--- src/sv/pan_tilt_servo_tracker_top_assert.svh ---
// Assertion macros for the pan/tilt servo tracker.
`ifndef PAN_TILT_SERVO_TRACKER_TOP_ASSERT_SVH
`define PAN_TILT_SERVO_TRACKER_TOP_ASSERT_SVH

// Same-cycle implication, disabled while reset is asserted.
`define PTS_ASSERT_NOW(label, ante, cons, msg) \
    label: assert property (@(posedge i_clk) disable iff (!i_rst_n) (ante) |-> (cons)) \
        else $error(msg);

// Next-cycle implication, disabled while reset is asserted.
`define PTS_ASSERT_NEXT(label, ante, cons, msg) \
    label: assert property (@(posedge i_clk) disable iff (!i_rst_n) (ante) |=> (cons)) \
        else $error(msg);

`endif

--- src/sv/pts_pkg.sv ---
// Shared types and constants of the pan/tilt servo tracker.
`timescale 1ns / 1ps
`default_nettype none

package pts_pkg;

    typedef logic [7:0] t_byte;

    localparam int CFG_IDX_W  = 3;
    localparam int CFG_DATA_W = 16;

    localparam logic [CFG_IDX_W-1:0] REG_IMAGE_WIDTH   = 3'd0;
    localparam logic [CFG_IDX_W-1:0] REG_IMAGE_HEIGHT  = 3'd1;
    localparam logic [CFG_IDX_W-1:0] REG_MAX_STEP      = 3'd2;
    localparam logic [CFG_IDX_W-1:0] REG_PAN_SERVO_ID  = 3'd3;
    localparam logic [CFG_IDX_W-1:0] REG_TILT_SERVO_ID = 3'd4;
    localparam logic [CFG_IDX_W-1:0] REG_MOVE_DURATION = 3'd5;
    localparam logic [CFG_IDX_W-1:0] REG_TILT_LOW      = 3'd6;
    localparam logic [CFG_IDX_W-1:0] REG_TILT_HIGH     = 3'd7;

    // Packet framing bytes.
    localparam t_byte PKT_SYNC  = 8'h55;
    localparam t_byte PKT_LEN   = 8'h08;
    localparam t_byte PKT_CMD   = 8'h03;
    localparam t_byte PKT_COUNT = 8'h01;

    // Byte positions within one 10-byte packet.
    localparam logic [3:0] POS_SYNC0   = 4'd0;
    localparam logic [3:0] POS_SYNC1   = 4'd1;
    localparam logic [3:0] POS_LEN     = 4'd2;
    localparam logic [3:0] POS_CMD     = 4'd3;
    localparam logic [3:0] POS_COUNT   = 4'd4;
    localparam logic [3:0] POS_DUR_LO  = 4'd5;
    localparam logic [3:0] POS_DUR_HI  = 4'd6;
    localparam logic [3:0] POS_ID      = 4'd7;
    localparam logic [3:0] POS_POS_LO  = 4'd8;
    localparam logic [3:0] POS_POS_HI  = 4'd9;

    localparam int PKT_BYTES   = 10;
    localparam int TOTAL_BYTES = 20;

    // Pan travel hold and reset positions.
    localparam int PAN_HOLD_LOW  = 800;
    localparam int PAN_HOLD_HIGH = 2600;
    localparam int PAN_REHOME    = 2400;
    localparam int PAN_RESET     = 1500;
    localparam int TILT_RESET_Q3 = 12000;

endpackage

`default_nettype wire

--- src/sv/pts_centroid_if.sv ---
// Centroid input channel: valid/ready with the target position.
`timescale 1ns / 1ps
`default_nettype none

interface pts_centroid_if #(
    parameter int COORD_BITS = 12
);
    logic                  valid;
    logic                  ready;
    logic [COORD_BITS-1:0] centroid_x;
    logic [COORD_BITS-1:0] centroid_y;

    modport source (output valid, output centroid_x, output centroid_y, input ready);
    modport sink   (input valid, input centroid_x, input centroid_y, output ready);
endinterface

`default_nettype wire

--- src/sv/pts_byte_if.sv ---
// Packet byte output channel: valid/ready with one byte and a last marker.
`timescale 1ns / 1ps
`default_nettype none

interface pts_byte_if;
    logic          valid;
    logic          ready;
    pts_pkg::t_byte tx_byte;
    logic          last_byte;

    modport source (output valid, output tx_byte, output last_byte, input ready);
    modport sink   (input valid, input tx_byte, input last_byte, output ready);
endinterface

`default_nettype wire

--- src/sv/pan_tilt_servo_tracker_top.sv ---
// Pan/tilt servo tracker: centroid in, two servo move packets out.
//
//   channel     dir  handshake      payload
//   i_centroid  in   valid/ready    centroid_x, centroid_y
//   o_byte      out  valid/ready    tx_byte, last_byte
//   i_cfg_*     in   write enable   register index, write data
//
// Each centroid yields 20 output bytes, one per cycle when the output is not
// stalled, so the byte serializer sets the sustained rate.
// The servo update is combinational logic between the input register and the
// serializer. A new centroid is taken while the previous packets still go out.
// Reset is synchronous, active low; it restores commands and config registers.
// Output stalls hold the byte counter; input stalls only when both stages hold.
`timescale 1ns / 1ps
`default_nettype none

module pan_tilt_servo_tracker_top #(
    parameter int COORD_BITS = 12
) (
    input  wire                              i_clk,
    input  wire                              i_rst_n,
    pts_centroid_if.sink                     i_centroid,
    pts_byte_if.source                       o_byte,
    input  wire                              i_cfg_we,
    input  wire [pts_pkg::CFG_IDX_W-1:0]     i_cfg_idx,
    input  wire [pts_pkg::CFG_DATA_W-1:0]    i_cfg_data
);

`include "pan_tilt_servo_tracker_top_assert.svh"

    localparam int PAN_W  = COORD_BITS + 6;
    localparam int QW     = COORD_BITS + 8;
    localparam int TILT_W = COORD_BITS + 10;
    localparam logic [4:0] LAST_IDX = 5'(pts_pkg::TOTAL_BYTES - 1);
    localparam logic [4:0] TILT_IDX = 5'(pts_pkg::PKT_BYTES);

    // Configuration registers.
    logic [COORD_BITS-1:0] r_width, r_height;
    logic [9:0]            r_max_step;
    logic [7:0]            r_pan_id, r_tilt_id;
    logic [15:0]           r_duration;
    logic [11:0]           r_tilt_low, r_tilt_high;

    always_ff @(posedge i_clk) begin
        if (!i_rst_n) begin
            r_width     <= COORD_BITS'(640);
            r_height    <= COORD_BITS'(480);
            r_max_step  <= 10'd100;
            r_pan_id    <= 8'd6;
            r_tilt_id   <= 8'd3;
            r_duration  <= 16'd40;
            r_tilt_low  <= 12'd1300;
            r_tilt_high <= 12'd2600;
        end else if (i_cfg_we) begin
            case (i_cfg_idx)
                pts_pkg::REG_IMAGE_WIDTH:   r_width     <= i_cfg_data[COORD_BITS-1:0];
                pts_pkg::REG_IMAGE_HEIGHT:  r_height    <= i_cfg_data[COORD_BITS-1:0];
                pts_pkg::REG_MAX_STEP:      r_max_step  <= i_cfg_data[9:0];
                pts_pkg::REG_PAN_SERVO_ID:  r_pan_id    <= i_cfg_data[7:0];
                pts_pkg::REG_TILT_SERVO_ID: r_tilt_id   <= i_cfg_data[7:0];
                pts_pkg::REG_MOVE_DURATION: r_duration  <= i_cfg_data[15:0];
                pts_pkg::REG_TILT_LOW:      r_tilt_low  <= i_cfg_data[11:0];
                pts_pkg::REG_TILT_HIGH:     r_tilt_high <= i_cfg_data[11:0];
                default: ;
            endcase
        end
    end

    // Input register.
    logic                  r_in_v;
    logic [COORD_BITS-1:0] r_cx, r_cy;

    // Servo state. Pan and its previous value are always equal after a step.
    logic signed [PAN_W-1:0]  r_pan;
    logic signed [TILT_W-1:0] r_tilt_prev;
    logic [14:0]              r_tilt_cmd;

    // Byte serializer.
    logic        r_ser_v;
    logic [4:0]  r_cnt;
    logic [15:0] r_pan_pos;
    logic [11:0] r_tilt_pos;

    logic w_last_taken, w_load, w_in_take;
    assign w_last_taken = r_ser_v && (r_cnt == LAST_IDX) && o_byte.ready;
    assign w_load       = r_in_v && (!r_ser_v || w_last_taken);
    assign w_in_take    = i_centroid.valid && i_centroid.ready;
    assign i_centroid.ready = !r_in_v || w_load;

    // Pan update.
    logic signed [PAN_W-1:0] pan_held, n_pan;
    logic signed [QW-1:0]    quarters, pan_want, pan_prev, pan_lim, pan_d, pan_slew;
    logic signed [31:0]      pan_ext;

    always_comb begin
        if (r_pan < PAN_W'(pts_pkg::PAN_HOLD_LOW)) begin
            pan_held = PAN_W'(pts_pkg::PAN_HOLD_LOW);
        end else if (r_pan > PAN_W'(pts_pkg::PAN_HOLD_HIGH)) begin
            pan_held = PAN_W'(pts_pkg::PAN_REHOME);
        end else begin
            pan_held = r_pan;
        end
        quarters = (QW'(pan_held) <<< 2) + QW'(signed'({1'b0, r_width}))
                   - QW'(signed'({1'b0, r_cx, 1'b0}));
        // Divide by four, truncating toward zero.
        pan_want = (quarters >>> 2)
                   + QW'(signed'({1'b0, quarters[QW-1] && (quarters[1:0] != 2'b00)}));
        pan_prev = QW'(r_pan);
        pan_lim  = QW'(signed'({1'b0, r_max_step}));
        pan_d    = pan_want - pan_prev;
        if (pan_d > pan_lim) begin
            pan_slew = pan_prev + pan_lim;
        end else if (pan_d < -pan_lim) begin
            pan_slew = pan_prev - pan_lim;
        end else begin
            pan_slew = pan_want;
        end
        n_pan   = PAN_W'(pan_slew);
        pan_ext = 32'(n_pan);
    end

    // Tilt update, in eighths.
    logic signed [TILT_W-1:0] h_ext, tilt_want, tilt_d, tilt_lim, n_tilt_prev;
    logic signed [TILT_W-1:0] hi_q3, lo_q3, tilt_clamped;
    logic [14:0]              n_tilt_cmd;

    always_comb begin
        h_ext     = TILT_W'(signed'({1'b0, r_height}));
        tilt_want = TILT_W'(signed'({1'b0, r_tilt_cmd})) + (h_ext <<< 1) + h_ext
                    - TILT_W'(signed'({1'b0, r_cy, 2'b00}));
        tilt_lim  = TILT_W'(signed'({1'b0, r_max_step, 3'b000}));
        tilt_d    = tilt_want - r_tilt_prev;
        if (tilt_d > tilt_lim) begin
            n_tilt_prev = r_tilt_prev + tilt_lim;
        end else if (tilt_d < -tilt_lim) begin
            n_tilt_prev = r_tilt_prev - tilt_lim;
        end else begin
            n_tilt_prev = tilt_want;
        end
        hi_q3 = TILT_W'(signed'({1'b0, r_tilt_high, 3'b000}));
        lo_q3 = TILT_W'(signed'({1'b0, r_tilt_low, 3'b000}));
        tilt_clamped = n_tilt_prev;
        // Upper clamp first, so crossed limits settle on the lower one.
        if (tilt_clamped > hi_q3) begin
            tilt_clamped = hi_q3;
        end
        if (tilt_clamped < lo_q3) begin
            tilt_clamped = lo_q3;
        end
        n_tilt_cmd = tilt_clamped[14:0];
    end

    always_ff @(posedge i_clk) begin
        if (!i_rst_n) begin
            r_in_v      <= 1'b0;
            r_ser_v     <= 1'b0;
            r_cnt       <= 5'd0;
            r_pan       <= PAN_W'(pts_pkg::PAN_RESET);
            r_tilt_prev <= TILT_W'(pts_pkg::TILT_RESET_Q3);
            r_tilt_cmd  <= 15'(pts_pkg::TILT_RESET_Q3);
        end else begin
            if (w_in_take) begin
                r_in_v <= 1'b1;
            end else if (w_load) begin
                r_in_v <= 1'b0;
            end
            if (w_load) begin
                r_ser_v     <= 1'b1;
                r_cnt       <= 5'd0;
                r_pan       <= n_pan;
                r_tilt_prev <= n_tilt_prev;
                r_tilt_cmd  <= n_tilt_cmd;
            end else if (w_last_taken) begin
                r_ser_v <= 1'b0;
                r_cnt   <= 5'd0;
            end else if (r_ser_v && o_byte.ready) begin
                r_cnt <= r_cnt + 5'd1;
            end
        end
    end

    always_ff @(posedge i_clk) begin
        if (w_in_take) begin
            r_cx <= i_centroid.centroid_x;
            r_cy <= i_centroid.centroid_y;
        end
        if (w_load) begin
            r_pan_pos  <= pan_ext[15:0];
            r_tilt_pos <= n_tilt_cmd[14:3];
        end
    end

    // Byte selection.
    logic        is_tilt;
    logic [3:0]  pkt_pos;
    logic [7:0]  sel_id;
    logic [15:0] sel_pos;
    pts_pkg::t_byte byte_mux;

    always_comb begin
        is_tilt = (r_cnt >= TILT_IDX);
        pkt_pos = is_tilt ? 4'(r_cnt - TILT_IDX) : r_cnt[3:0];
        sel_id  = is_tilt ? r_tilt_id : r_pan_id;
        sel_pos = is_tilt ? {4'b0000, r_tilt_pos} : r_pan_pos;
        case (pkt_pos)
            pts_pkg::POS_SYNC0:  byte_mux = pts_pkg::PKT_SYNC;
            pts_pkg::POS_SYNC1:  byte_mux = pts_pkg::PKT_SYNC;
            pts_pkg::POS_LEN:    byte_mux = pts_pkg::PKT_LEN;
            pts_pkg::POS_CMD:    byte_mux = pts_pkg::PKT_CMD;
            pts_pkg::POS_COUNT:  byte_mux = pts_pkg::PKT_COUNT;
            pts_pkg::POS_DUR_LO: byte_mux = r_duration[7:0];
            pts_pkg::POS_DUR_HI: byte_mux = r_duration[15:8];
            pts_pkg::POS_ID:     byte_mux = sel_id;
            pts_pkg::POS_POS_LO: byte_mux = sel_pos[7:0];
            pts_pkg::POS_POS_HI: byte_mux = sel_pos[15:8];
            default:             byte_mux = 8'h00;
        endcase
    end

    assign o_byte.valid     = r_ser_v;
    assign o_byte.tx_byte   = byte_mux;
    assign o_byte.last_byte = (r_cnt == LAST_IDX);

    `PTS_ASSERT_NOW(a_cnt_range, r_ser_v, r_cnt <= LAST_IDX, "byte counter past packet end")
    `PTS_ASSERT_NEXT(a_in_held, r_in_v && !w_load, r_in_v && $stable(r_cx) && $stable(r_cy), "pending centroid lost")
    `PTS_ASSERT_NEXT(a_back_to_back, w_last_taken && r_in_v, r_ser_v && (r_cnt == 5'd0), "queued centroid not started after last byte")
    `PTS_ASSERT_NOW(a_idle_cnt, !r_ser_v, r_cnt == 5'd0, "byte counter not cleared while idle")

endmodule

`default_nettype wire
--- src/flat_wrapper.sv ---
// flat-port wrapper written by rule: the top's interface ports become plain ports
module pan_tilt_servo_tracker_top_flat 
#(
    parameter int COORD_BITS = 12
)
  (i_clk, i_rst_n, i_cfg_we, i_cfg_idx, i_cfg_data, i_centroid_valid, i_centroid_centroid_x, i_centroid_centroid_y, i_centroid_ready, o_byte_valid, o_byte_tx_byte, o_byte_last_byte, o_byte_ready);
  pts_centroid_if #(.COORD_BITS(COORD_BITS)) i_centroid_i ();
  pts_byte_if o_byte_i ();
  input  wire i_clk;
  input  wire i_rst_n;
  input  wire i_cfg_we;
  input  wire [pts_pkg::CFG_IDX_W-1:0] i_cfg_idx;
  input  wire [pts_pkg::CFG_DATA_W-1:0] i_cfg_data;
  input wire logic [$bits(i_centroid_i.valid)-1:0] i_centroid_valid;
  input wire logic [$bits(i_centroid_i.centroid_x)-1:0] i_centroid_centroid_x;
  input wire logic [$bits(i_centroid_i.centroid_y)-1:0] i_centroid_centroid_y;
  output wire logic [$bits(i_centroid_i.ready)-1:0] i_centroid_ready;
  output wire logic [$bits(o_byte_i.valid)-1:0] o_byte_valid;
  output wire logic [$bits(o_byte_i.tx_byte)-1:0] o_byte_tx_byte;
  output wire logic [$bits(o_byte_i.last_byte)-1:0] o_byte_last_byte;
  input wire logic [$bits(o_byte_i.ready)-1:0] o_byte_ready;
  assign i_centroid_i.valid = i_centroid_valid;
  assign i_centroid_i.centroid_x = i_centroid_centroid_x;
  assign i_centroid_i.centroid_y = i_centroid_centroid_y;
  assign i_centroid_ready = i_centroid_i.ready;
  assign o_byte_valid = o_byte_i.valid;
  assign o_byte_tx_byte = o_byte_i.tx_byte;
  assign o_byte_last_byte = o_byte_i.last_byte;
  assign o_byte_i.ready = o_byte_ready;
  pan_tilt_servo_tracker_top #(.COORD_BITS(COORD_BITS)) u_core (.i_clk(i_clk), .i_rst_n(i_rst_n), .i_centroid(i_centroid_i), .o_byte(o_byte_i), .i_cfg_we(i_cfg_we), .i_cfg_idx(i_cfg_idx), .i_cfg_data(i_cfg_data));
endmodule
--- config.mk ---
export PLATFORM = sky130hd
export DESIGN_NAME = pan_tilt_servo_tracker_top_flat
export DESIGN_NICKNAME = d
export VERILOG_FILES = /design/src/sv/pts_pkg.sv /design/src/sv/pts_centroid_if.sv /design/src/sv/pts_byte_if.sv /design/src/sv/pan_tilt_servo_tracker_top.sv /design/src/flat_wrapper.sv
export VERILOG_INCLUDE_DIRS = /design/src /design/src/sv
export SDC_FILE = /design/constraint.sdc
export NUM_CORES = 1
export LEC_CHECK = 0
export ABC_CLOCK_PERIOD_IN_PS = 31800
export BUFFER_PORTS_ARGS = -buffer_cell sky130_fd_sc_hd__buf_4
export CAP_MARGIN = 10
export CORE_AREA = 4 4 192 194
export CTS_CLUSTER_DIAMETER = 150
export DETAILED_ROUTE_END_ITERATION = 6
export DIE_AREA = 0 0 196 198
export PLACE_DENSITY = 0.73
export RECOVER_POWER = 100
export SKIP_CTS_REPAIR_TIMING = 1
export SLEW_MARGIN = 20
export SYNTH_ARGS = -nofsm -noshare
export SYNTH_HDL_FRONTEND = slang
export SYNTH_SLANG_ARGS = --single-unit
--- constraint.sdc ---
create_clock -name i_clk -period 31.8 [get_ports i_clk]
set_input_delay 4.77 -clock i_clk [delete_from_list [all_inputs] [get_ports i_clk]]
set_output_delay 4.77 -clock i_clk [all_outputs]
set_load 0.01 [all_outputs]
Word level (Yosys, flattened, before mapping). Cells that the tools add are included.

Word-level logic and storage cells: 102. Bits of input ports: 48. Output and inout bits: 11. Register bits after elaboration: 204.

Reduce and logical (&&, ||, !) cells: 25. Magnitude comparators: 9. $add $sub $neg: 16. Bitwise logic cells: 1. Equal/unequal tests: 17. Muxes and demuxes: 16.

Operators by type and width (count): $mux W18 (4); $pmux W8 S9 (1); $mux W22 (3); $add A22 B13 Y22 (1); $add A22 B14 Y22 (1); $gt A22 B14 Y1 (1); $gt A22 B16 Y1 (1); $lt A22 B16 Y1 (1); $lt A22 B22 Y1 (1); $neg A13 Y22 (1); $sub A22 B14 Y22 (1); $sub A22 B15 Y22 (1); $sub A22 B22 Y22 (1); $add A20 B13 Y20 (1); $gt A20 B11 Y1 (1); $lt A20 B20 Y1 (1); $neg A10 Y20 (1); $sub A19 B18 Y20 (1); $sub A20 B14 Y20 (1); $add A18 B2 Y19 (1); $add A18 B11 Y18 (1); $gt A18 B13 Y1 const B (1); $lt A18 B11 Y1 const B (1); $sub A18 B11 Y18 (1); other kinds (27) (55).

Depth between registers and ports, before layout. Gate-level depths: netlist of run 1.

Depth in word-level cells: 12. Gate-level depth with buffers: 67. Gate-level depth less buffers: 62.

Worst setup path before layout of run 1. Ideal clock, no wire load.

Path kind: reg-to-reg. Start: register u_core.r_tilt_cmd[2]. End: register u_core.r_tilt_cmd[3]. Path slack: 18.858 ns. Data required time: 31.684 ns. Arrival: 12.825 ns. Setup time: 0.116 ns. Stages on the path, launching flop included: 64. Clock period less this slack: 12.942 ns. Path buffers: 6. Path through: dfxtp_1 -> ha_1 -> a21o_1 -> a21oi_1 -> o21bai_1 -> a21oi_1 -> o21bai_1 -> a21oi_1 -> o21bai_1 -> a21oi_1 -> xnor2_1 -> fa_1 -> ha_1 -> clkbuf_1 -> a21oi_1 -> nand3_1 -> a21o_1 -> o21a_1 -> (+28 left out) -> mux2_2 -> o21ai_2 -> clkbuf_1 -> o21ai_0 -> ha_1 -> a21o_1 -> a21o_1 -> a21o_1 -> a21o_1 -> a21o_1 -> a21oi_1 -> nor2b_1 -> o21ai_0 -> a21boi_0 -> a41o_1 -> buf_6 -> mux2_4 -> o211a_1.

Cells in the longest elaborated chain, start to end: 11. Elaborated cells between the ends (all ways): 12. Classes of those cells: add/sub: 4; order compare: 4; mux: 4.

Ends and longest elaborated chain: start, declared (RTL line pan_tilt_servo_tracker_top.sv:76) `logic [14:0] r_tilt_cmd;`; start signal, assigned (RTL line pan_tilt_servo_tracker_top.sv:160) `r_tilt_cmd <= 15'(pts_pkg::TILT_RESET_Q3);`; start signal, assigned (RTL line pan_tilt_servo_tracker_top.sv:172) `r_tilt_cmd <= n_tilt_cmd;`; $add A15 B13 Y16 (*) (RTL line pan_tilt_servo_tracker_top.sv:129) `tilt_want = TILT_W'(signed'({1'b0, r_tilt_cmd})) + (h_ext <<< 1) + h_ext`; $add A22 B13 Y22 (*) (RTL line pan_tilt_servo_tracker_top.sv:129); $sub A22 B15 Y22 (*) (RTL line pan_tilt_servo_tracker_top.sv:130) `- TILT_W'(signed'({1'b0, r_cy, 2'b00}));`; $sub A22 B22 Y22 (RTL line pan_tilt_servo_tracker_top.sv:132) `tilt_d = tilt_want - r_tilt_prev;`; $lt A22 B22 Y1 (RTL line pan_tilt_servo_tracker_top.sv:135) `end else if (tilt_d < -tilt_lim) begin`; $mux W22 (RTL line pan_tilt_servo_tracker_top.sv:135); $mux W22 (*) (RTL line pan_tilt_servo_tracker_top.sv:133) `if (tilt_d > tilt_lim) begin`; net u_core.n_tilt_prev[4] (RTL line pan_tilt_servo_tracker_top.sv:123) `logic signed [TILT_W-1:0] h_ext, tilt_want, tilt_d, tilt_lim, n_tilt_prev;`; $gt A22 B16 Y1 (RTL line pan_tilt_servo_tracker_top.sv:144) `if (tilt_clamped > hi_q3) begin`; $mux W22 (*) (RTL line pan_tilt_servo_tracker_top.sv:144); $lt A22 B16 Y1 (RTL line pan_tilt_servo_tracker_top.sv:147) `if (tilt_clamped < lo_q3) begin`; $mux W15 (*) (RTL line pan_tilt_servo_tracker_top.sv:147); net u_core.tilt_clamped[3] (RTL line pan_tilt_servo_tracker_top.sv:124) `logic signed [TILT_W-1:0] hi_q3, lo_q3, tilt_clamped;`.

Mark *: on every way through the listed nets, which the timed path passes. The rest lies on a longest branch. A chain may end at the register's enable or synchronous reset.

Worst setup path in the final report of run 1.
Start: register u_core.r_height[1]. End: register u_core.r_tilt_cmd[3].

Cells in the longest elaborated chain, start to end: 11. Elaborated cells between the ends (all ways): 12. Classes of those cells: add/sub: 4; order compare: 4; mux: 4.

Ends and longest elaborated chain: start, declared (RTL line pan_tilt_servo_tracker_top.sv:38) `logic [COORD_BITS-1:0] r_width, r_height;`; start signal, assigned (RTL line pan_tilt_servo_tracker_top.sv:57) `pts_pkg::REG_IMAGE_HEIGHT: r_height <= i_cfg_data[COORD_BITS-1:0];`; $add A15 B13 Y16 (RTL line pan_tilt_servo_tracker_top.sv:129); $add A22 B13 Y22 (*) (RTL line pan_tilt_servo_tracker_top.sv:129); $sub A22 B15 Y22 (*) (RTL line pan_tilt_servo_tracker_top.sv:130); $sub A22 B22 Y22 (RTL line pan_tilt_servo_tracker_top.sv:132); $lt A22 B22 Y1 (RTL line pan_tilt_servo_tracker_top.sv:135); $mux W22 (RTL line pan_tilt_servo_tracker_top.sv:135); $mux W22 (*) (RTL line pan_tilt_servo_tracker_top.sv:133); $gt A22 B16 Y1 (RTL line pan_tilt_servo_tracker_top.sv:144); $mux W22 (*) (RTL line pan_tilt_servo_tracker_top.sv:144); $lt A22 B16 Y1 (RTL line pan_tilt_servo_tracker_top.sv:147); $mux W15 (*) (RTL line pan_tilt_servo_tracker_top.sv:147); net u_core.tilt_clamped[3] (RTL line pan_tilt_servo_tracker_top.sv:124).

Marked as above.

==> impl_metrics.py, run 1 <==
metrics = {
    "clock_tree": {
        "cts_buffer_depth": 3,
        "clkTransAtPathRegs_ns": 0.06,
        "cts_tree": "built",
        "cts_root_buf": "clkbuf_16",
        "cts_max_level": 1,
        "cts_buffers": 26,
        "clk_latency_ns": 0.56,
        "cts_num_sinks": 204,
    },
    "die": {
        "fp.dieArea_um2": 38800,
        "die_y_um": 198,
        "start_util": 0.544,
        "fp-row-count": 69,
        "ios": 59,
        "core_um2": 35200,
        "die-width_um": 196,
    },
    "critical_path": {
        "crit_type": "flip-flop to flip-flop",
        "start_kind": "flip-flop",
        "crit_end": "u_core.r_tilt_cmd[3]",
        "slowest_stage": "o21ai_0",
        "r2r_setup_slack_ns": 14.73,
        "crit_required_ns": 32.22,
        "endpoint_kind": "flip-flop",
        "r2r_end": "u_core.r_tilt_cmd[3]",
        "path_max_fanout": 32,
        "reg2reg_depth": 60,
        "reg2reg_from": "u_core.r_height[1]",
        "crit_start": "u_core.r_height[1]",
        "critPathArrivalTime_ns": 17.49,
        "path_common_cell": "a21oi_1",
        "cpPeakStageDelay_ns": 1.39,
    },
    "global_route": {
        "grt_max_degree": 75,
        "grt_pass1_wl_mm": 95.7,
        "grt_antenna_before_repair": 1,
        "grt-ovfl-total": 0,
        "track_usage": 0.306,
        "grt_pass1_vias": 17400,
    },
    "timing": {
        "tns_ns": 0,
        "fin_crit_sh": 0.537,
        "worstMarginPinSlew_ns": 3.81,
        "layout_min_cycle_time_ns": 17.07,
        "rsz0062_at_grt": "no",
        "hold_viol": 0,
        "hold_slack_ns": 0.456,
        "postLayoutSetupSlackWorst_ns": 14.73,
        "setup_viol": 0,
        "max-slew-margin-rel": -1.54,
        "clock-skew-final_ns": 0.0245,
        "finalMaxSlewViolations": 248,
        "fmax_ghz": 0.0586,
    },
    "final_layout": {
        "layout_commonest_cell": "nand2_1",
        "area_delta_synth_final_pct": 8.17,
        "fillCellCount": 3245,
        "diodes": 0,
        "nets": 2765,
        "layout-drive-gt1-share": 0.0547,
        "layout_common_cells": "nand2_1, a21oi_1, ha_1, inv_1, dfxtp_1",
        "instances_no_fill": 2947,
    },
    "synthesis": {
        "syn_inst": 2463,
        "syn-cell-area_um2": 19200,
        "synthAdderAreaFrac": 0.173,
        "synth_flop_cell": "dfxtp_1",
        "synth_edf_count": 52,
        "yosysWarnings": 0,
        "synth_top_family_by_area": "compound AO/OA/AOI/OAI gates",
        "synth_area_per_cell_um2": 7.79,
        "synth_mux_area_frac": 0.0342,
        "ys_ff_latch": 204,
        "ys_seq_area_frac": 0.240,
        "synth_xor_xnor_area_share": 0.0460,
        "synth.distinct_cells": 96,
        "async_reset_ff_frac": 0,
        "synthSimpleGateAreaFrac": 0.203,
        "synth_compound_area_frac": 0.244,
    },
    "drt": {
        "drt-pass1-iter-count": 6,
        "top_layer_used": "met4",
        "met3_length_mm": 4.84,
        "drtIter0Drc": 1837,
        "wl_per_cell_um": 21.0,
        "drc": 0,
        "wl_mm": 61.8,
        "met1_length_mm": 26.4,
        "num_vias": 18700,
        "final_antenna_net_count": 0,
        "wl_met2_mm": 28.6,
        "vias_per_cell": 6.33,
    },
    "placement": {
        "dp_worst_setup_slack_ns": 17.43,
        "dp_hpwl_mm": 46.8,
        "placed_cells": 2902,
        "port_buffers": 58,
        "gp_congestion": 0.978,
    },
    "job": {
        "maxCapViolations": 6,
    },
    "outcome": {
        "status": "finished with violations",
        "violations": "capacitance limit, slew limit",
    },
    "min_path": {
        "hp-class": "flip-flop to flip-flop",
    },
}
[worst max-delay path, delay by kind of cell, from the launching register on]
family	cells	cell delay, ns
AO/OA/AOI/OAI	36	9.16
XOR/XNOR	3	0.81
adder cells (fa/ha/maj)	7	2.39
buffers and inverters	3	1.03
flip-flops	1	0.36
multiplexers	2	0.78
AND/OR/NAND/NOR	9	2.32
[Yosys cell counts (7+ instances only)]
cell	count	share of area
nand2_1	350	0.069
a21oi_1	249	0.065
ha_1	220	0.14
inv_1	194	0.038
dfxtp_1	152	0.16
nor2_1	144	0.028
o21ai_0	128	0.033
clkbuf_1	82	0.016
nand3_1	79	0.021
xnor2_1	74	0.034
nor3_1	63	0.016
edfxtp_1	52	0.081
o211ai_1	51	0.020
a21o_1	41	0.016
mux2i_1	34	0.018
o21a_1	34	0.013
nor2b_1	32	0.010
a211oi_1	29	0.011
fa_1	28	0.029
nand4_1	27	0.0088
nand2b_1	25	0.0082
o21bai_1	24	0.0094
xor2_1	24	0.011
and2_1	23	0.0075
and3_1	23	0.0075
nor4_1	17	0.0055
o31ai_1	17	0.0067
mux2_2	16	0.0094
a211o_1	15	0.0069
or3_1	15	0.0049
a31oi_1	11	0.0036
a221oi_1	9	0.0041
a22oi_1	9	0.0035
nor4b_1	8	0.0037
or4_1	8	0.0031
a21boi_0	7	0.0027
buf_2	7	0.0018
[cell families (layout without fill, tap and decap cells)]
logic type | Yosys count | in the layout
adder cells (fa/ha/maj) | 248 | 248
buffers and inverters | 297 | 313
AO/OA/AOI/OAI | 719 | 719
XOR/XNOR | 99 | 99
multiplexers | 57 | 57
flip-flops | 204 | 204
other | 2 | 9
AND/OR/NAND/NOR | 837 | 837
[flip-flops by register name, indices dropped and copies added, names as in the netlist, 10 cells and up]
name and flops:
u_core.r_tilt_prev 22, u_core.r_pan 18, u_core.r_duration 16, u_core.r_pan_pos 16
u_core.r_tilt_cmd 15, u_core.r_cx 12, u_core.r_cy 12, u_core.r_height 12
u_core.r_tilt_high 12, u_core.r_tilt_low 12, u_core.r_tilt_pos 12, u_core.r_width 12
u_core.r_max_step 10
[cell type report]
| type | count | area (um^2) | share of cell area |
|---|---|---|---|
| tap | 461 | 577 | 0.0278 |
| inverter | 196 | 736 | 0.0355 |
| timing repair buffer | 72 | 462 | 0.0223 |
| clock inverter | 14 | 224 | 0.0108 |
| multi-input combinational | 1969 | 13500 | 0.649 |
| clock buffer | 31 | 679 | 0.0328 |
| sequential | 204 | 4600 | 0.222 |
[metrics by stage]
| step | instance area [um^2] | utilization |
|---|---|---|
| after floorplan | 19200 | - |
| after global placement | 19900 | 0.566 |
| after detailed placement | 19900 | 0.566 |
| after CTS | 20800 | 0.592 |
| after global routing | 20700 | 0.589 |
| final | 20700 | 0.589 |
[how the worst min path moves through the flow]
| stage | startpoint | endpoint | slack, ns | cells after the start |
|---|---|---|---|---|
| floorplan | u_core.r_tilt_cmd[0] | u_core.r_tilt_cmd[0] | 0.43 | 2 |
| global placement | u_core.r_duration[9] | u_core.r_duration[9] | 0.44 | 2 |
| detailed placement | u_core.r_tilt_id[5] | u_core.r_tilt_id[5] | 0.45 | 2 |
| CTS | u_core.r_tilt_id[5] | u_core.r_tilt_id[5] | 0.46 | 2 |
| global route | u_core.r_tilt_id[7] | u_core.r_tilt_id[7] | 0.47 | 2 |
| finish | u_core.r_tilt_id[5] | u_core.r_tilt_id[5] | 0.46 | 2 |
[routing by layer]
layer,global-route usage,vias up
li1,-,8854
met1,0.420,8856
met2,0.510,814
met3,0.0366,129
met4,0.0892,0
met5,0,-
Power of run 1 is left out: the tool's default activity adds up to more than one toggle a clock period on the data nets, which glitch-free logic cannot reach.
==> run 2: changes to the inputs <==
ABC_CLOCK_PERIOD_IN_PS = 17000   (was 31800)
clock period = 17 ns   (was 31.8 ns; I/O delays follow)
==> run 2 against run 1 <==
The flow still finishes with violations (capacitance limit, slew limit); via count is 0.61% lower; cell count rose by 0.10%; worst hold slack lost 0.0012 ns; maximum frequency grew 15%; global-route usage about the same.
==> impl_metrics.py, run 2 (synthesis results as in run 1) <==
metrics = {
    "drt": {
        "drc": 0,
        "vias_per_cell": 6.28,
        "num_vias": 18500,
        "wl_per_cell_um": 21.0,
        "drt-pass1-iter-count": 6,
        "drtIter0Drc": 1667,
        "final_antenna_net_count": 0,
        "wl_mm": 62.0,
    },
    "final_layout": {
        "layout-drive-gt1-share": 0.0559,
        "layout_commonest_cell": "nand2_1",
        "top_regs": "u_core.r_tilt_prev (22), u_core.r_pan (18)",
        "largest_register_ffs": 22,
        "max_flop_register": "u_core.r_tilt_prev",
        "layout_common_cells": "nand2_1, a21oi_1, ha_1, inv_1, dfxtp_1",
        "final_cell_area_um2": 20700,
        "fillCellCount": 3274,
        "nets": 2765,
        "area_delta_synth_final_pct": 8.19,
    },
    "global_route": {
        "grt-ovfl-total": 0,
        "grt_antenna_before_repair": 1,
        "grt_max_degree": 69,
        "track_usage": 0.306,
        "grt_pass1_vias": 17500,
        "grt_pass1_wl_mm": 95.8,
    },
    "critical_path": {
        "start_kind": "flip-flop",
        "crit_end": "u_core.r_tilt_cmd[3]",
        "endpoint_kind": "flip-flop",
        "slowest_stage": "o21ai_2",
        "r2r_setup_slack_ns": 2.10,
        "crit_type": "flip-flop to flip-flop",
        "path_buf_inv": 2,
        "r2r_end": "u_core.r_tilt_cmd[3]",
        "crit_start": "u_core.r_tilt_cmd[2]",
        "path_common_cell": "a21oi_1",
        "cpPeakStageDelay_ns": 0.58,
        "reg2reg_depth": 56,
        "reg2reg_from": "u_core.r_tilt_cmd[2]",
        "path_max_fanout": 32,
        "cp.depth": 56,
        "crit_family": "compound AO/OA/AOI/OAI gates",
        "crit_required_ns": 17.43,
        "critPathArrivalTime_ns": 15.33,
    },
    "clock_tree": {
        "cts_tree": "built",
        "cts_buffer_depth": 3,
        "clk_latency_ns": 0.57,
        "cts_num_sinks": 204,
        "clkTransAtPathRegs_ns": 0.06,
        "cts_max_level": 1,
        "cts_buffers": 26,
        "cts_root_buf": "clkbuf_16",
    },
    "min_path": {
        "hp-class": "flip-flop to flip-flop",
        "hold_path_startpoint": "u_core.r_tilt_low[3]",
    },
    "die": {
        "ios": 59,
        "core_um2": 35200,
        "fp.dieArea_um2": 38800,
        "die_y_um": 198,
        "die-width_um": 196,
        "fp-row-count": 69,
        "start_util": 0.544,
    },
    "timing": {
        "fin_crit_sh": 0.877,
        "max-slew-margin-rel": -1.46,
        "setup_viol": 0,
        "fmax_ghz": 0.0671,
        "worstMarginPinSlew_ns": 3.69,
        "finalMaxSlewViolations": 261,
        "clock-skew-final_ns": 0.0241,
        "tns_ns": 0,
        "hold_viol": 0,
        "layout_min_cycle_time_ns": 14.90,
        "rsz0062_at_grt": "no",
    },
    "outcome": {
        "status": "finished with violations",
        "violations": "capacitance limit, slew limit",
    },
    "placement": {
        "dp_hpwl_mm": 47.1,
        "gp_congestion": 0.974,
        "placement.cell_area_um2": 19900,
        "port_buffers": 58,
    },
    "job": {
        "maxCapViolations": 5,
    },
}
## run 2: worst reg2reg max path: cells and delay by family (launching register included)
| kind | cells | cell delay, ns |
|---|---|---|
| DFF | 1 | 0.32 |
| muxes | 3 | 1.25 |
| adders and majority gates | 7 | 2.48 |
| xor gates and xnor gates | 3 | 0.86 |
| and+or+nand+nor | 11 | 2.86 |
| buffers and inverters | 2 | 0.60 |
| AOI/OAI and AO/OA | 30 | 6.44 |
## run 2: routing by layer
| layer | share of wire | vias up | global-route usage |
|---|---|---|---|
| met5 | 0 | - | 0 |
| met4 | 0.037 | 0 | 0.111 |
| met3 | 0.077 | 139 | 0.0402 |
| met2 | 0.45 | 751 | 0.500 |
| met1 | 0.43 | 8781 | 0.417 |
| li1 | - | 8868 | - |
## run 2: per-stage QoR
step | utilization | hold WS, ns | setup slack, ns | cells
floorplan | - | 0.432 | 4.06 | 2470
global placement | 0.566 | 0.437 | 3.05 | 2902
detailed placement | 0.566 | 0.446 | 2.72 | 2902
CTS | 0.591 | 0.454 | 2.64 | 2949
global route | 0.589 | 0.478 | 1.17 | 2949
finish | 0.589 | 0.455 | 2.10 | 2950
## run 2: worst min-delay path by stage
| stage | to | slack [ns] | depth (start not counted) |
|---|---|---|---|
| after global placement | u_core.r_duration[9] | 0.44 | 2 |
| after global routing | u_core.r_tilt_id[6] | 0.48 | 2 |
| after floorplan | u_core.r_tilt_cmd[0] | 0.43 | 2 |
| after CTS | u_core.r_tilt_low[3] | 0.45 | 2 |
| after detailed placement | u_core.r_tilt_low[3] | 0.45 | 2 |
| final | u_core.r_tilt_low[3] | 0.45 | 2 |
## run 2: final cells by class
cell class | count | area, um^2 | area share
inverter | 196 | 736 | 0.0355
tap | 461 | 577 | 0.0278
antenna | 1 | 2.50 | 0.000121
clock inverter | 16 | 186 | 0.00899
clock buffer | 31 | 701 | 0.0338
sequential | 204 | 4600 | 0.222
timing repair buffer | 72 | 462 | 0.0223
multi-input combinational | 1969 | 13500 | 0.650
Power of run 2 is left out for the same reason.
